### src/cwt_pkg.sv
// cwt_pkg: shared types, constants and byte classification for the chunked word tokenizer.
// No dependencies; imported by every module of the block.
`default_nettype none
package cwt_pkg;

    localparam int OFFSET_WIDTH_DEF = 32;
    localparam int CFG_DATA_W       = 32;
    localparam int CFG_IDX_W        = 2;
    localparam int QUEUE_DEPTH      = 2;

    // Configuration register indexes
    localparam logic [CFG_IDX_W-1:0] REG_FILE_LENGTH = 2'd0;
    localparam logic [CFG_IDX_W-1:0] REG_CHUNK_START = 2'd1;
    localparam logic [CFG_IDX_W-1:0] REG_CHUNK_STOP  = 2'd2;
    localparam logic [CFG_IDX_W-1:0] REG_DROP_LEAD   = 2'd3;

    // One classified byte, handed from the front to the back
    typedef struct packed {
        logic [7:0] data_byte;
        logic       delim;
        logic       eof;
        logic       ge_stop;
        logic       gt_stop;
    } t_cls;

    // One result item
    typedef struct packed {
        logic [7:0] char_out;
        logic       has_char;
        logic       word_last;
        logic       stream_done;
    } t_res;

    // C-locale space or punctuation
    function automatic logic is_delim(input logic [7:0] b);
        logic r;
        r = ((b >= 8'h09) && (b <= 8'h0D)) || (b == 8'h20) ||
            ((b >= 8'h21) && (b <= 8'h2F)) ||
            ((b >= 8'h3A) && (b <= 8'h40)) ||
            ((b >= 8'h5B) && (b <= 8'h60)) ||
            ((b >= 8'h7B) && (b <= 8'h7E));
        return r;
    endfunction

    function automatic logic [7:0] to_lower(input logic [7:0] b);
        logic [7:0] r;
        r = ((b >= 8'h41) && (b <= 8'h5A)) ? (b + 8'h20) : b;
        return r;
    endfunction

endpackage
`default_nettype wire

### src/chunked_word_tokenizer.sv
// chunked_word_tokenizer: top level; joins front classifier, queue and back end.
// Depends on cwt_pkg, cwt_front, cwt_queue and cwt_back.
//
// Usage:
//  - Write file_length, chunk_start, chunk_stop and drop_leading_partial through
//    the plain write port (i_cfg_we, i_cfg_idx, i_cfg_data) while the block is idle.
//  - Feed file bytes in order from chunk_start on the input channel
//    (i_valid / o_ready / i_data_byte); each transfer is one byte.
//  - Results leave on the output channel (o_valid / i_ready): word characters,
//    the first of each word lower-cased, the last one marked by o_word_last, and
//    o_stream_done on the result that closes the chunk (a bare marker has
//    o_has_char low). A character leaves only once the byte after it is seen.
//  - Throughput: one byte per cycle while the receiver takes every result. A
//    byte is written into the queue on its transfer; from the queue head its
//    result lands in the output register, from which it is offered.
//  - When the receiver stalls, the output register holds its result and the
//    two-entry queue absorbs bytes; o_ready drops only once the queue is full.
//  - After the stream is done, further bytes are taken and dropped.
//  - Reset (synchronous, active low) clears the registers other than the queue
//    storage to zero, empties the queue and returns the scan to its start mode.
`default_nettype none
module chunked_word_tokenizer
    import cwt_pkg::*;
#(
    parameter int OFFSET_WIDTH = OFFSET_WIDTH_DEF
) (
    input  wire logic                  i_clk,
    input  wire logic                  i_rst_n,
    input  wire logic                  i_cfg_we,
    input  wire logic [CFG_IDX_W-1:0]  i_cfg_idx,
    input  wire logic [CFG_DATA_W-1:0] i_cfg_data,
    input  wire logic                  i_valid,
    output      logic                  o_ready,
    input  wire logic [7:0]            i_data_byte,
    output      logic                  o_valid,
    input  wire logic                  i_ready,
    output      logic [7:0]            o_char_out,
    output      logic                  o_has_char,
    output      logic                  o_word_last,
    output      logic                  o_stream_done
);

    t_cls cls_in;
    t_cls cls_head;
    logic accept;
    logic drop;
    logic q_valid;
    logic q_pop;

    // A byte transfers whenever the queue has room
    assign accept = i_valid && o_ready;

    cwt_front #(
        .OFFSET_WIDTH(OFFSET_WIDTH)
    ) u_front (
        .i_clk       (i_clk),
        .i_rst_n     (i_rst_n),
        .i_cfg_we    (i_cfg_we),
        .i_cfg_idx   (i_cfg_idx),
        .i_cfg_data  (i_cfg_data),
        .i_accept    (accept),
        .i_data_byte (i_data_byte),
        .o_cls       (cls_in),
        .o_drop      (drop)
    );

    cwt_queue u_queue (
        .i_clk      (i_clk),
        .i_rst_n    (i_rst_n),
        .i_push     (accept),
        .i_entry    (cls_in),
        .o_not_full (o_ready),
        .o_valid    (q_valid),
        .i_pop      (q_pop),
        .o_entry    (cls_head)
    );

    cwt_back u_back (
        .i_clk         (i_clk),
        .i_rst_n       (i_rst_n),
        .i_drop        (drop),
        .i_q_valid     (q_valid),
        .i_cls         (cls_head),
        .o_pop         (q_pop),
        .o_valid       (o_valid),
        .i_ready       (i_ready),
        .o_char_out    (o_char_out),
        .o_has_char    (o_has_char),
        .o_word_last   (o_word_last),
        .o_stream_done (o_stream_done)
    );

endmodule
`default_nettype wire

### src/cwt_front.sv
// cwt_front: configuration registers, running offset and byte classification.
// Depends on cwt_pkg.
`default_nettype none
module cwt_front
    import cwt_pkg::*;
#(
    parameter int OFFSET_WIDTH = OFFSET_WIDTH_DEF
) (
    input  wire logic                  i_clk,
    input  wire logic                  i_rst_n,
    input  wire logic                  i_cfg_we,
    input  wire logic [CFG_IDX_W-1:0]  i_cfg_idx,
    input  wire logic [CFG_DATA_W-1:0] i_cfg_data,
    input  wire logic                  i_accept,
    input  wire logic [7:0]            i_data_byte,
    output      t_cls                  o_cls,
    output      logic                  o_drop
);

    logic [OFFSET_WIDTH-1:0] r_file_len;
    logic [OFFSET_WIDTH-1:0] r_start;
    logic [OFFSET_WIDTH-1:0] r_stop;
    logic                    r_drop;
    logic                    r_started;
    logic [OFFSET_WIDTH-1:0] r_pos;
    logic [OFFSET_WIDTH-1:0] pos_now;

    // The first item takes its offset straight from the chunk start
    assign pos_now = r_started ? r_pos : r_start;

    always_comb begin
        o_cls.data_byte = i_data_byte;
        o_cls.delim     = is_delim(i_data_byte);
        o_cls.eof       = (pos_now >= r_file_len);
        o_cls.ge_stop   = (pos_now >= r_stop);
        o_cls.gt_stop   = (pos_now > r_stop);
    end

    assign o_drop = r_drop;

    always_ff @(posedge i_clk) begin
        if (!i_rst_n) begin
            r_file_len <= '0;
            r_start    <= '0;
            r_stop     <= '0;
            r_drop     <= 1'b0;
            r_started  <= 1'b0;
            r_pos      <= '0;
        end else begin
            if (i_cfg_we) begin
                unique case (i_cfg_idx)
                    REG_FILE_LENGTH: r_file_len <= OFFSET_WIDTH'(i_cfg_data);
                    REG_CHUNK_START: r_start    <= OFFSET_WIDTH'(i_cfg_data);
                    REG_CHUNK_STOP:  r_stop     <= OFFSET_WIDTH'(i_cfg_data);
                    REG_DROP_LEAD:   r_drop     <= i_cfg_data[0];
                    default:         r_drop     <= r_drop;
                endcase
            end
            if (i_accept) begin
                r_started <= 1'b1;
                r_pos     <= pos_now + OFFSET_WIDTH'(1);
            end
        end
    end

endmodule
`default_nettype wire

### src/cwt_queue.sv
// cwt_queue: short register queue of classified bytes between front and back.
// Depends on cwt_pkg.
`default_nettype none
module cwt_queue
    import cwt_pkg::*;
(
    input  wire logic i_clk,
    input  wire logic i_rst_n,
    input  wire logic i_push,
    input  wire t_cls i_entry,
    output      logic o_not_full,
    output      logic o_valid,
    input  wire logic i_pop,
    output      t_cls o_entry
);

    localparam int PTR_W = $clog2(QUEUE_DEPTH);
    localparam int CNT_W = $clog2(QUEUE_DEPTH + 1);

    t_cls             r_mem [QUEUE_DEPTH];
    logic [PTR_W-1:0] r_wp;
    logic [PTR_W-1:0] r_rp;
    logic [CNT_W-1:0] r_cnt;

    assign o_not_full = (r_cnt != CNT_W'(QUEUE_DEPTH));
    assign o_valid    = (r_cnt != '0);
    assign o_entry    = r_mem[r_rp];

    always_ff @(posedge i_clk) begin
        if (i_push) begin
            r_mem[r_wp] <= i_entry;
        end
        if (!i_rst_n) begin
            r_wp  <= '0;
            r_rp  <= '0;
            r_cnt <= '0;
        end else begin
            if (i_push) begin
                r_wp <= (r_wp == PTR_W'(QUEUE_DEPTH - 1)) ? '0 : r_wp + PTR_W'(1);
            end
            if (i_pop) begin
                r_rp <= (r_rp == PTR_W'(QUEUE_DEPTH - 1)) ? '0 : r_rp + PTR_W'(1);
            end
            if (i_push && !i_pop) begin
                r_cnt <= r_cnt + CNT_W'(1);
            end else if (i_pop && !i_push) begin
                r_cnt <= r_cnt - CNT_W'(1);
            end
        end
    end

endmodule
`default_nettype wire

### src/cwt_back.sv
// cwt_back: scan-mode state machine and output register; turns classified bytes
// into word characters and end markers. Depends on cwt_pkg.
`default_nettype none
module cwt_back
    import cwt_pkg::*;
(
    input  wire logic       i_clk,
    input  wire logic       i_rst_n,
    input  wire logic       i_drop,
    input  wire logic       i_q_valid,
    input  wire t_cls       i_cls,
    output      logic       o_pop,
    output      logic       o_valid,
    input  wire logic       i_ready,
    output      logic [7:0] o_char_out,
    output      logic       o_has_char,
    output      logic       o_word_last,
    output      logic       o_stream_done
);

    typedef enum logic [2:0] {
        S_START,
        S_DROP,
        S_GAP,
        S_WORD,
        S_DONE
    } t_mode;

    t_mode      r_mode, n_mode;
    logic [7:0] r_held, n_held;
    logic       r_out_valid;
    t_res       r_out, n_out;
    logic       emit;
    logic       out_free;
    t_mode      entry_mode;
    logic       to_gap;

    assign out_free = !r_out_valid || i_ready;
    assign o_pop    = i_q_valid && out_free;

    always_comb begin
        n_mode = r_mode;
        n_held = r_held;
        n_out  = '0;
        emit   = 1'b0;
        to_gap = 1'b0;

        // Leave the start mode on the first byte
        if (r_mode == S_START) begin
            entry_mode = i_drop ? S_DROP : S_GAP;
        end else begin
            entry_mode = r_mode;
        end

        if (entry_mode == S_DROP) begin
            if (i_cls.eof || i_cls.ge_stop) begin
                emit                 = 1'b1;
                n_out.stream_done    = 1'b1;
                n_mode               = S_DONE;
            end else if (!i_cls.delim) begin
                n_mode = S_DROP;
            end else begin
                to_gap = 1'b1;
            end
        end

        if (entry_mode == S_GAP || to_gap) begin
            if (i_cls.eof || (i_cls.delim && i_cls.ge_stop) ||
                (!i_cls.delim && i_cls.gt_stop)) begin
                emit              = 1'b1;
                n_out.stream_done = 1'b1;
                n_mode            = S_DONE;
            end else if (i_cls.delim) begin
                n_mode = S_GAP;
            end else begin
                n_held = to_lower(i_cls.data_byte);
                n_mode = S_WORD;
            end
        end

        if (entry_mode == S_WORD) begin
            emit           = 1'b1;
            n_out.char_out = r_held;
            n_out.has_char = 1'b1;
            if (i_cls.eof || i_cls.delim) begin
                n_out.word_last   = 1'b1;
                n_out.stream_done = i_cls.eof || i_cls.ge_stop;
                n_mode            = (i_cls.eof || i_cls.ge_stop) ? S_DONE : S_GAP;
            end else begin
                n_held = i_cls.data_byte;
            end
        end

        // After the end every byte is dropped with no effect
        if (entry_mode == S_DONE) begin
            n_mode = S_DONE;
        end
    end

    always_ff @(posedge i_clk) begin
        if (!i_rst_n) begin
            r_mode      <= S_START;
            r_held      <= '0;
            r_out_valid <= 1'b0;
            r_out       <= '0;
        end else begin
            if (o_pop) begin
                r_mode <= n_mode;
                r_held <= n_held;
            end
            if (o_pop && emit) begin
                r_out_valid <= 1'b1;
                r_out       <= n_out;
            end else if (i_ready) begin
                r_out_valid <= 1'b0;
            end
        end
    end

    assign o_valid       = r_out_valid;
    assign o_char_out    = r_out.char_out;
    assign o_has_char    = r_out.has_char;
    assign o_word_last   = r_out.word_last;
    assign o_stream_done = r_out.stream_done;

endmodule
`default_nettype wire

### config.mk
export PLATFORM = sky130hd
export DESIGN_NAME = chunked_word_tokenizer
export DESIGN_NICKNAME = d
export VERILOG_FILES = /design/src/cwt_pkg.sv /design/src/chunked_word_tokenizer.sv /design/src/cwt_front.sv /design/src/cwt_queue.sv /design/src/cwt_back.sv
export SDC_FILE = /design/constraint.sdc
export NUM_CORES = 1
export LEC_CHECK = 0
export BUFFER_PORTS_ARGS = -buffer_cell sky130_fd_sc_hd__buf_4
export CAP_MARGIN = 20
export CORE_ASPECT_RATIO = 0.7
export CORE_UTILIZATION = 45
export DETAILED_ROUTE_END_ITERATION = 10
export PLACE_DENSITY = 0.75
export SLEW_MARGIN = 20
export SYNTH_ARGS = -nofsm -noshare
export SYNTH_HDL_FRONTEND = slang
export SYNTH_HIERARCHICAL = 1
export SYNTH_SLANG_ARGS = --single-unit
### constraint.sdc
create_clock -name i_clk -period 2.95 [get_ports i_clk]
set_input_delay 0.1475 -clock i_clk [delete_from_list [all_inputs] [get_ports i_clk]]
set_output_delay 0.1475 -clock i_clk [all_outputs]
set_load 0.02 [all_outputs]
Word-level counts from Yosys, hierarchy flattened:

Memory sizes are Yosys's and may differ from the RTL's. A register that Yosys moved wholly into a read port is not among the register bits.
Cells that the tools add are included.

* reductions and logical operators: 37
* $add $sub $neg: 6
* eq/ne operators: 9
* $lt $le $gt $ge: 15
* mux-type cells: 39

Operator list (number)
* 32-bit >= comparator: 2
* 8-bit 2-to-1 mux: 6
* 32-bit by 1-bit adder with 32-bit output (second input constant): 1
* 32-bit > comparator: 1
* 8-bit by 7-bit less-or-equal comparator with 1-bit output (second input constant): 4
* 32-bit 2-to-1 mux: 1
* 3-bit 2-to-1 mux: 10
* 8-bit by 7-bit >= comparator with 1-bit output (second input constant): 3
* 1-bit 2-to-1 mux: 17
* 8-bit by 6-bit >= comparator with 1-bit output (second input constant): 2
* 1-bit logical AND: 13
* 1-bit logical OR: 11
* 11-bit 2-to-1 mux: 1
* 8-bit by 6-bit adder with 8-bit output (second input constant): 1
* 8-bit by 6-bit == test with 1-bit output (second input constant): 1
* 8-bit by 4-bit >= comparator with 1-bit output (second input constant): 1
* 8-bit by 4-bit less-or-equal comparator with 1-bit output (second input constant): 1
* 8-bit by 6-bit less-or-equal comparator with 1-bit output (second input constant): 1
* 2-bit 2-to-1 mux: 4
* 2-bit AND reduction: 4
* 3-bit by 2-bit == test with 1-bit output (second input constant): 2
* 2-bit nonzero test: 3
* 2-bit == test (second input constant): 2
* 1-bit logical NOT: 4
* other kinds (9): 10

* memories kept: 1
* bits in registers: 157
* RAM bits: 24

Memory list
* u_queue.r_mem: words 2, width 12, rd ports 1, clocked after Yosys merged registers in 1, write ports 1, line cwt_queue.sv:20 `t_cls r_mem [QUEUE_DEPTH];`

Depth between registers and ports, before layout:

Gate-level depths: netlist of run 1.

* depth in word-level cells: 9
* depth in mapped cells: 15
* mapped depth without buffers: 9

Cells and area by module:

Netlist of run 1, hierarchy kept.

By module, submodules not included
* cwt_front: seq. area each 2602.5 um^2, cells an instance 979, times used 1, area each 7915.1 um^2
* cwt_back: seq. area each 460.4 um^2, cells an instance 134, times used 1, area each 1096.1 um^2
* cwt_queue: seq. area each 820.8 um^2, cells an instance 59, times used 1, area each 1079.8 um^2
* chunked_word_tokenizer: seq. area each 0.0 um^2, cells an instance 1, times used 1, area each 6.3 um^2

Worst setup path after synthesis of run 1:

Ideal clock, no wire load.

* path type: reg-to-reg
* start point: register u_front.r_started
* end point: memory u_queue/r_mem[0][2] (netlist bit), data pin
* setup time: 0.257 ns
* slack: 0.086 ns
* arrival time: 2.607 ns
* stages on the path, launching flop included: 14
* period minus slack after synthesis: 2.864 ns
* data required time: 2.693 ns
* cell sequence: dfxtp_1 > buf_6 > buf_8 > buf_4 > buf_2 > buf_2 > mux2i_1 > ha_1 > nand2b_1 > a21oi_1 > o21ai_0 > a221oi_1 > o221ai_1 > a21o_1

RTL lines
* start, declared: line cwt_front.sv:24 `logic r_started;`
* start signal, assigned: line cwt_front.sv:47 `r_started <= 1'b0;`
* start signal, assigned: line cwt_front.sv:60 `r_started <= 1'b1;`
* end, declared: line cwt_queue.sv:20

==> run_results.csv, run 1 <==
group,metric,value,unit
outcome,status,"completed",
timing,fin_worst_skew,0.0118,ns
setup_path,critPathCaptureType,"flop",
clocking,clock_latency,0.44,ns
yosys,synth_warnings,6,
timing,tns,0,ns
clocking,htree_levels,4,
drt,vias,8462,
timing,hold_viol,0,
yosys,synth.most_common_cell,"nand2_1",
global_routing,antenna_found_initial,0,
setup_path,regToRegStartpoint,"u_front/r_started$_SDFFE_PN0P_",
setup_path,r2r-end,"u_queue/r_mem[0][2]$_DFFE_PP_",
clocking,cts.sinks,182,
yosys,yosysTopAreaCell,"dfxtp_1",
global_routing,grt_overflow,0,
setup_path,r2r.worst_path.cells,9,
setup_path,required,3.15,ns
drt,drtIter0Drc,722,
yosys,netlist_area,10100,um2
setup_path,worstPathArrival,3.00,ns
global_routing,grt_pass1_vias,8042,
die,num_io_pins,60,
drt,post-route-drc-count,0,
clocking,numCtsBuffers,17,
min_path,worstHoldEndpoint,"u_back/o_valid$_SDFFE_PN0P_",
clocking,cts_tree,"yes",
setup_path,critPathLaunchType,"flop",
finish,area_delta_synth_final,17.0,%
clocking,ctsRootBufferMaster,"clkbuf_16",
yosys,synth_edf_count,24,
placed_design,io_buffers,59,
global_routing,track_usage,0.228,
finish,instances_no_fill,1543,
finish,diodes,0,
min_path,min_from,"i_ready",
die,fp-row-count,45,
setup_path,path_class,"flop to flop",
drt,avgRoutedWirePerCell,16.8,um
yosys,synth_area_leaders,"dfxtp_1 (31%), nand2_1 (9.6%), ha_1 (8.3%), a21boi_0 (7.7%), edfxtp_1 (7.1%)",
min_path,hold_depth,4,
power,power_density,589,nW/um2
die,die_y,127,um
yosys,synth_area_per_cell,8.61,um2
yosys,ys_ff_latch,182,
timing,rsz0062_at_grt,"no",
global_routing,grt_first_pass_wirelength,41900,um
drt,viasPerCell,5.48,
yosys,synth_top_area_frac,0.313,
finish,final_util,0.541,
setup_path,worstPathMaxFanout,12,
timing,maxSlewViolCount,0,
drt,drtPass1Iterations,5,
clocking,clk_pin_slew,0.07,ns
setup_path,reg2reg_slack,0.14,ns
die,initial_core_util,0.462,
placed_design,place_inst,1470,
die,die_w,181,um
timing,fin_crit,2.81,ns
min_path,hp-class,"input port to flop",
clocking,clock_path_buffers,2,
drt,wirelength,25900,um
timing,clock.fmax,356,MHz
placed_design,place_congestion,0.918,
finish,drive_gt1_frac,0.125,
die,coreArea,21800,um2
yosys,ys.flop_type,"dfxtp_1",
timing,min_period_over_period,0.951,
finish,nets,1362,
global_routing,grt_max_degree,175,
yosys,ys_seq_area_frac,0.385,
power,p_leak,4.68,nW
timing,fin_ws,0.143,ns
yosys,synthTopCellsByCount,"nand2_1 (258), dfxtp_1 (158), a21boi_0 (104)",
placed_design,dp_hpwl,17200,um
power,peakVddDrop,0.471,mV
yosys,syn-num-nets,1287,
placed_design,place_ws,-0.00910,ns
power,total_power,6.96,mW
die,dieArea,23100,um2
timing,tightest_slew,0.903,ns
yosys,synth_cell_types,72,
yosys,syn_inst,1173,
timing,maxSlewHeadroom,0.398,
job,cap_violations,0,
drt,drtAntennaViolNets,0,
yosys,async_flop_share,0,
timing,finalSetupViolCount,0,
[logic make-up (layout without fill, tap and decap cells)]
family	Yosys count	count (layout)	share of synthesized area
buffers and inverters	152	240	0.0647
AO/OA/AOI/OAI	244	244	0.173
XOR/XNOR	18	18	0.0156
AND/OR/NAND/NOR	457	457	0.223
flip-flops	182	182	0.385
adder cells (fa/ha/maj)	67	67	0.0830
multiplexers	53	53	0.0563
[power breakdown]
part	total (mW)	internal [mW]	leakage [nW]	switching (mW)
Sequential	2.86	2.72	1.51	0.143
Combinational	1.67	0.731	2.87	0.940
Clock	2.43	1.36	0.302	1.07
[worst max-delay path by stage]
stage / end / cells past startpoint / slack (ns) / start
after floorplan: u_queue/r_mem[0][2]$_DFFE_PP_ / 13 / 0.09 / u_front/r_started$_SDFFE_PN0P_
after detailed placement: u_queue/r_mem[0][0]$_DFFE_PP_ / 8 / -0.009 / u_front/r_started$_SDFFE_PN0P_
after global placement: u_queue/r_mem[0][2]$_DFFE_PP_ / 8 / 0.09 / u_front/r_started$_SDFFE_PN0P_
final: u_queue/r_mem[0][2]$_DFFE_PP_ / 9 / 0.14 / u_front/r_started$_SDFFE_PN0P_
after global routing: u_queue/r_mem[0][0]$_DFFE_PP_ / 11 / 0.02 / u_front/r_started$_SDFFE_PN0P_
after CTS: u_queue/r_mem[0][2]$_DFFE_PP_ / 8 / 0.02 / u_front/r_started$_SDFFE_PN0P_
[cells in the final DEF, fill, tap and decap left out, types with 22 or more instances in the layout]
master and count:
ha_1 67, mux2i_1 23, a21o_1 24, nand3_1 34, nor2b_1 24, edfxtp_1 24, a21oi_1 32, buf_4 83
nand4_1 22, nand2_1 258, inv_1 83, dlygate4sd3_1 40, nand3b_1 27, o21ai_0 23, dfxtp_1 157, a21boi_0 104
[critical path: stages, from the launching register on]
cell      delay (ns)
dfxtp_4         0.46
clkbuf_4        0.25
a21o_1          0.20
ha_1            0.26
a21o_1          0.19
a21oi_1         0.32
o211ai_1        0.20
a221oi_2        0.29
o221ai_1        0.18
a21o_1          0.21
[metal layers]
| layer | up-vias | part of all wire | track usage |
|---|---|---|---|
| met5 | - | 0 | 0 |
| met4 | 0 | 0.0084 | 0.0518 |
| met3 | 20 | 0.065 | 0.0496 |
| met2 | 255 | 0.43 | 0.347 |
| met1 | 3982 | 0.50 | 0.329 |
| li1 | 4205 | - | - |
[repair_timing]
item                                    CTS  global route
hold buffers                             40             0
pin swaps                                 0             1
resized for setup                         1             5
endpoints found under the setup margin    2             6
hold endpoints to repair                110             0
setup buffers                             0             1
[per-stage QoR]
stage	hold WS, ns	instance area, um2
5_1_grt	0.126	11800
3_5_place_dp	0.347	10800
3_3_place_gp	0.347	10800
6_report	0.121	11800
4_1_cts	0.110	11800
2_1_floorplan	0.265	10100
[layout make-up]
class | instances | area [um2]
Clock buffer | 17 | 425
Clock inverter | 15 | 195
Fill cell | 1955 | 10000
Inverter | 83 | 312
Multi-Input combinational cell | 839 | 5590
Sequential cell | 182 | 3890
Tap cell | 282 | 353
Timing Repair Buffer | 125 | 1050
[flip-flops by register name, summed over array words and instances, names as in the netlist, named ones only]
register	flops
u_front/r_file_len	32
u_front/r_pos	32
u_front/r_stop	32
u_queue/r_rp	1
u_front/r_start	32
u_back/r_held	8
u_queue/r_cnt	2
u_front/o_drop	1
u_back/o_stream_done	1
u_back/o_valid	1
u_back/o_word_last	1
u_back/o_char_out	8
u_front/r_started	1
u_queue/r_mem	24
u_queue/r_wp	1
u_back/o_has_char	1
u_back/r_mode	3
(Power assumes the default switching activity.)
==> run 2: changes to the inputs <==
CORE_UTILIZATION = 55   (was 45)
PLACE_DENSITY = 0.87   (was 0.75)
clock period = 2.55 ns   (was 2.95 ns; I/O delays follow)
==> run 2 against run 1 <==
Effect of this change:
- the run now ends with negative setup slack left
- sequential cell count unchanged
- hold slack better by 0.012 ns
- via count up 11%
- setup slack worse by 0.34 ns
- count of clock-buffer cells in the layout up 2
- power up 21%
- die area down 18%
- non-clock buffer count up 45
- global-route usage up 7.1 points
- largest power group unchanged
- highest routed layer unchanged
==> run_results.csv, run 2 (synthesis gave the netlist of run 1 again) <==
group,metric,value,unit
clocking,clock_path_buffers,2,
die,initial_core_util,0.561,
timing,finalSetupViolCount,7,
finish,drive_gt1_frac,0.193,
clocking,clk_pin_slew,0.08,ns
die,dieArea,18900,um2
finish,fillers,1220,
placed_design,place_ws,-0.190,ns
setup_path,required,2.70,ns
setup_path,path_class,"flop to flop",
setup_path,r2r.worst_path.cells,9,
clocking,numCtsBuffers,17,
outcome,violations,"negative setup slack",
timing,clock.fmax,364,MHz
setup_path,worstPathMaxFanout,6,
clocking,cts_tree,"yes",
timing,min_period_over_period,1.08,
timing,maxSlewHeadroom,0.385,
timing,hold_viol,0,
clocking,htree_levels,4,
min_path,worstHoldEndpoint,"u_back/o_valid$_SDFFE_PN0P_",
power,peakVddDrop,0.744,mV
finish,layout_commonest_cell,"nand2_1",
timing,fin_worst_skew,0.0117,ns
placed_design,dp_hpwl,17600,um
drt,avgRoutedWirePerCell,19.5,um
setup_path,r2r-end,"u_queue/r_mem[0][1]$_DFFE_PP_",
global_routing,track_usage,0.299,
drt,drtIter0Drc,1030,
timing,tns,-1.02,ns
die,die_w,164,um
setup_path,regToRegStartpoint,"u_front/r_started$_SDFFE_PN0P_",
drt,drtAntennaViolNets,0,
global_routing,grt_max_degree,86,
setup_path,worstPathArrival,2.90,ns
global_routing,grt_pass1_vias,8654,
global_routing,grt_overflow,0,
min_path,min_from,"i_ready",
setup_path,worst_path_largest_cell_delay,0.40,ns
drt,viasPerCell,6.09,
setup_path,crit_chain,"buf_6, buf_4, mux2_4, ha_1, a21oi_1, o21ai_0, a221o_1, o21ai_2, nand4b_1",
setup_path,critPathCaptureType,"flop",
timing,whs,0.133,ns
placed_design,place_congestion,0.908,
placed_design,io_buffers,59,
power,power_density,660,nW/um2
clocking,cts.sinks,182,
global_routing,grt_first_pass_wirelength,44100,um
timing,maxSlewViolCount,0,
timing,tightest_slew,0.922,ns
drt,post-route-drc-count,0,
drt,drtPass1Iterations,6,
drt,vias,9388,
die,num_io_pins,60,
min_path,hold_depth,4,
finish,area_delta_synth_final,25.9,%
setup_path,critPathLaunchType,"flop",
setup_path,reg2reg_slack,-0.19,ns
outcome,status,"finished, violations left",
timing,fin_crit,2.74,ns
finish,layout_common_cells,"nand2_1 (257), dfxtp_1 (157), buf_4 (119)",
die,die_y,115,um
power,p_leak,5.01,nW
min_path,hp-class,"input port to flop",
timing,rsz0062_at_grt,"yes",
job,cap_violations,0,
setup_path,crit_slowest_cell,"a221o_1",
die,coreArea,18000,um2
clocking,clock_latency,0.44,ns
die,fp-row-count,41,
finish,diodes,0,
finish,nets,1407,
drt,wirelength,30100,um
timing,fin_ws,-0.195,ns
global_routing,antenna_found_initial,0,
clocking,ctsRootBufferMaster,"clkbuf_16",
## run 2: cell count changes in the layout (fill, tap and decap cells not counted), moves of 3 or more
cell       delta
mux2i_1       -8
mux2_4       +15
inv_2         +5
buf_12        +3
ha_1         -20
clkbuf_16     +3
mux2_2       -15
ha_4         +20
mux2i_4       +7
a21oi_1       -5
inv_1         -5
buf_4        +36
inv_8         +4
a21oi_2       +5
## run 2: through the flow
step	area (um2)	std cells	power (mW)	util
2_1_floorplan	10200	1173	4.72	-
3_3_place_gp	11000	1446	5.16	0.608
3_5_place_dp	11000	1446	5.24	0.608
4_1_cts	12200	1527	8.15	0.676
5_1_grt	12700	1542	8.67	0.706
6_report	12700	1542	8.39	0.706
## run 2: layer usage
layer,GRT usage,wire length (um),vias to the layer above
met4,0.109,830,0
met1,0.409,12900,4492
met5,0,0,-
met3,0.0548,2430,92
met2,0.474,13800,506
li1,-,-,4298
## run 2: worst max path at each step
stage / start / endpoint / slack, ns
2_1_floorplan: u_front/r_started$_SDFFE_PN0P_ / u_queue/r_mem[0][2]$_DFFE_PP_ / -0.004
3_3_place_gp: u_front/r_started$_SDFFE_PN0P_ / u_queue/r_mem[1][2]$_DFFE_PP_ / -0.05
3_5_place_dp: u_front/r_started$_SDFFE_PN0P_ / u_queue/r_mem[1][1]$_DFFE_PP_ / -0.19
4_1_cts: u_front/r_started$_SDFFE_PN0P_ / u_queue/r_mem[0][0]$_DFFE_PP_ / -0.0005
5_1_grt: u_front/r_started$_SDFFE_PN0P_ / u_queue/r_mem[0][1]$_DFFE_PP_ / -0.23
6_report: u_front/r_started$_SDFFE_PN0P_ / u_queue/r_mem[0][1]$_DFFE_PP_ / -0.19
## run 2: worst max-delay path, delay by kind of cell (launching register included)
kind / cells / cell delay [ns]
buffers and inverters: 2 / 0.29
multiplexers: 1 / 0.33
adder cells (fa/ha/maj): 1 / 0.31
flip-flops: 1 / 0.37
AO/OA/AOI/OAI: 4 / 1.00
AND/OR/NAND/NOR: 1 / 0.15
## run 2: final cells by class
cell class | count | area, um2 | area share
inverters | 83 | 312 | 0.0245
well taps | 236 | 295 | 0.0232
repair buffers | 170 | 1510 | 0.119
flip-flops and latches | 182 | 3890 | 0.306
clock inverters | 13 | 148 | 0.0116
clock buffers | 19 | 464 | 0.0365
multi-input cells | 839 | 6100 | 0.480
## run 2: where the power goes
part	total [mW]	switching [mW]	internal, mW
Combinational	2.29	1.25	1.04
Sequential	3.32	0.179	3.14
Clock	2.78	1.29	1.48
## run 2: timing repair
| item | CTS | global route |
|---|---|---|
| endpoints found under the setup margin | 6 | 12 |
| pin swaps | 7 | 22 |
| cloned | 1 | 2 |
| hold buffers | 40 | 0 |
| resized for setup | 20 | 61 |
| buffers inserted | 8 | 13 |
| endpoints found under the hold margin | 113 | 0 |
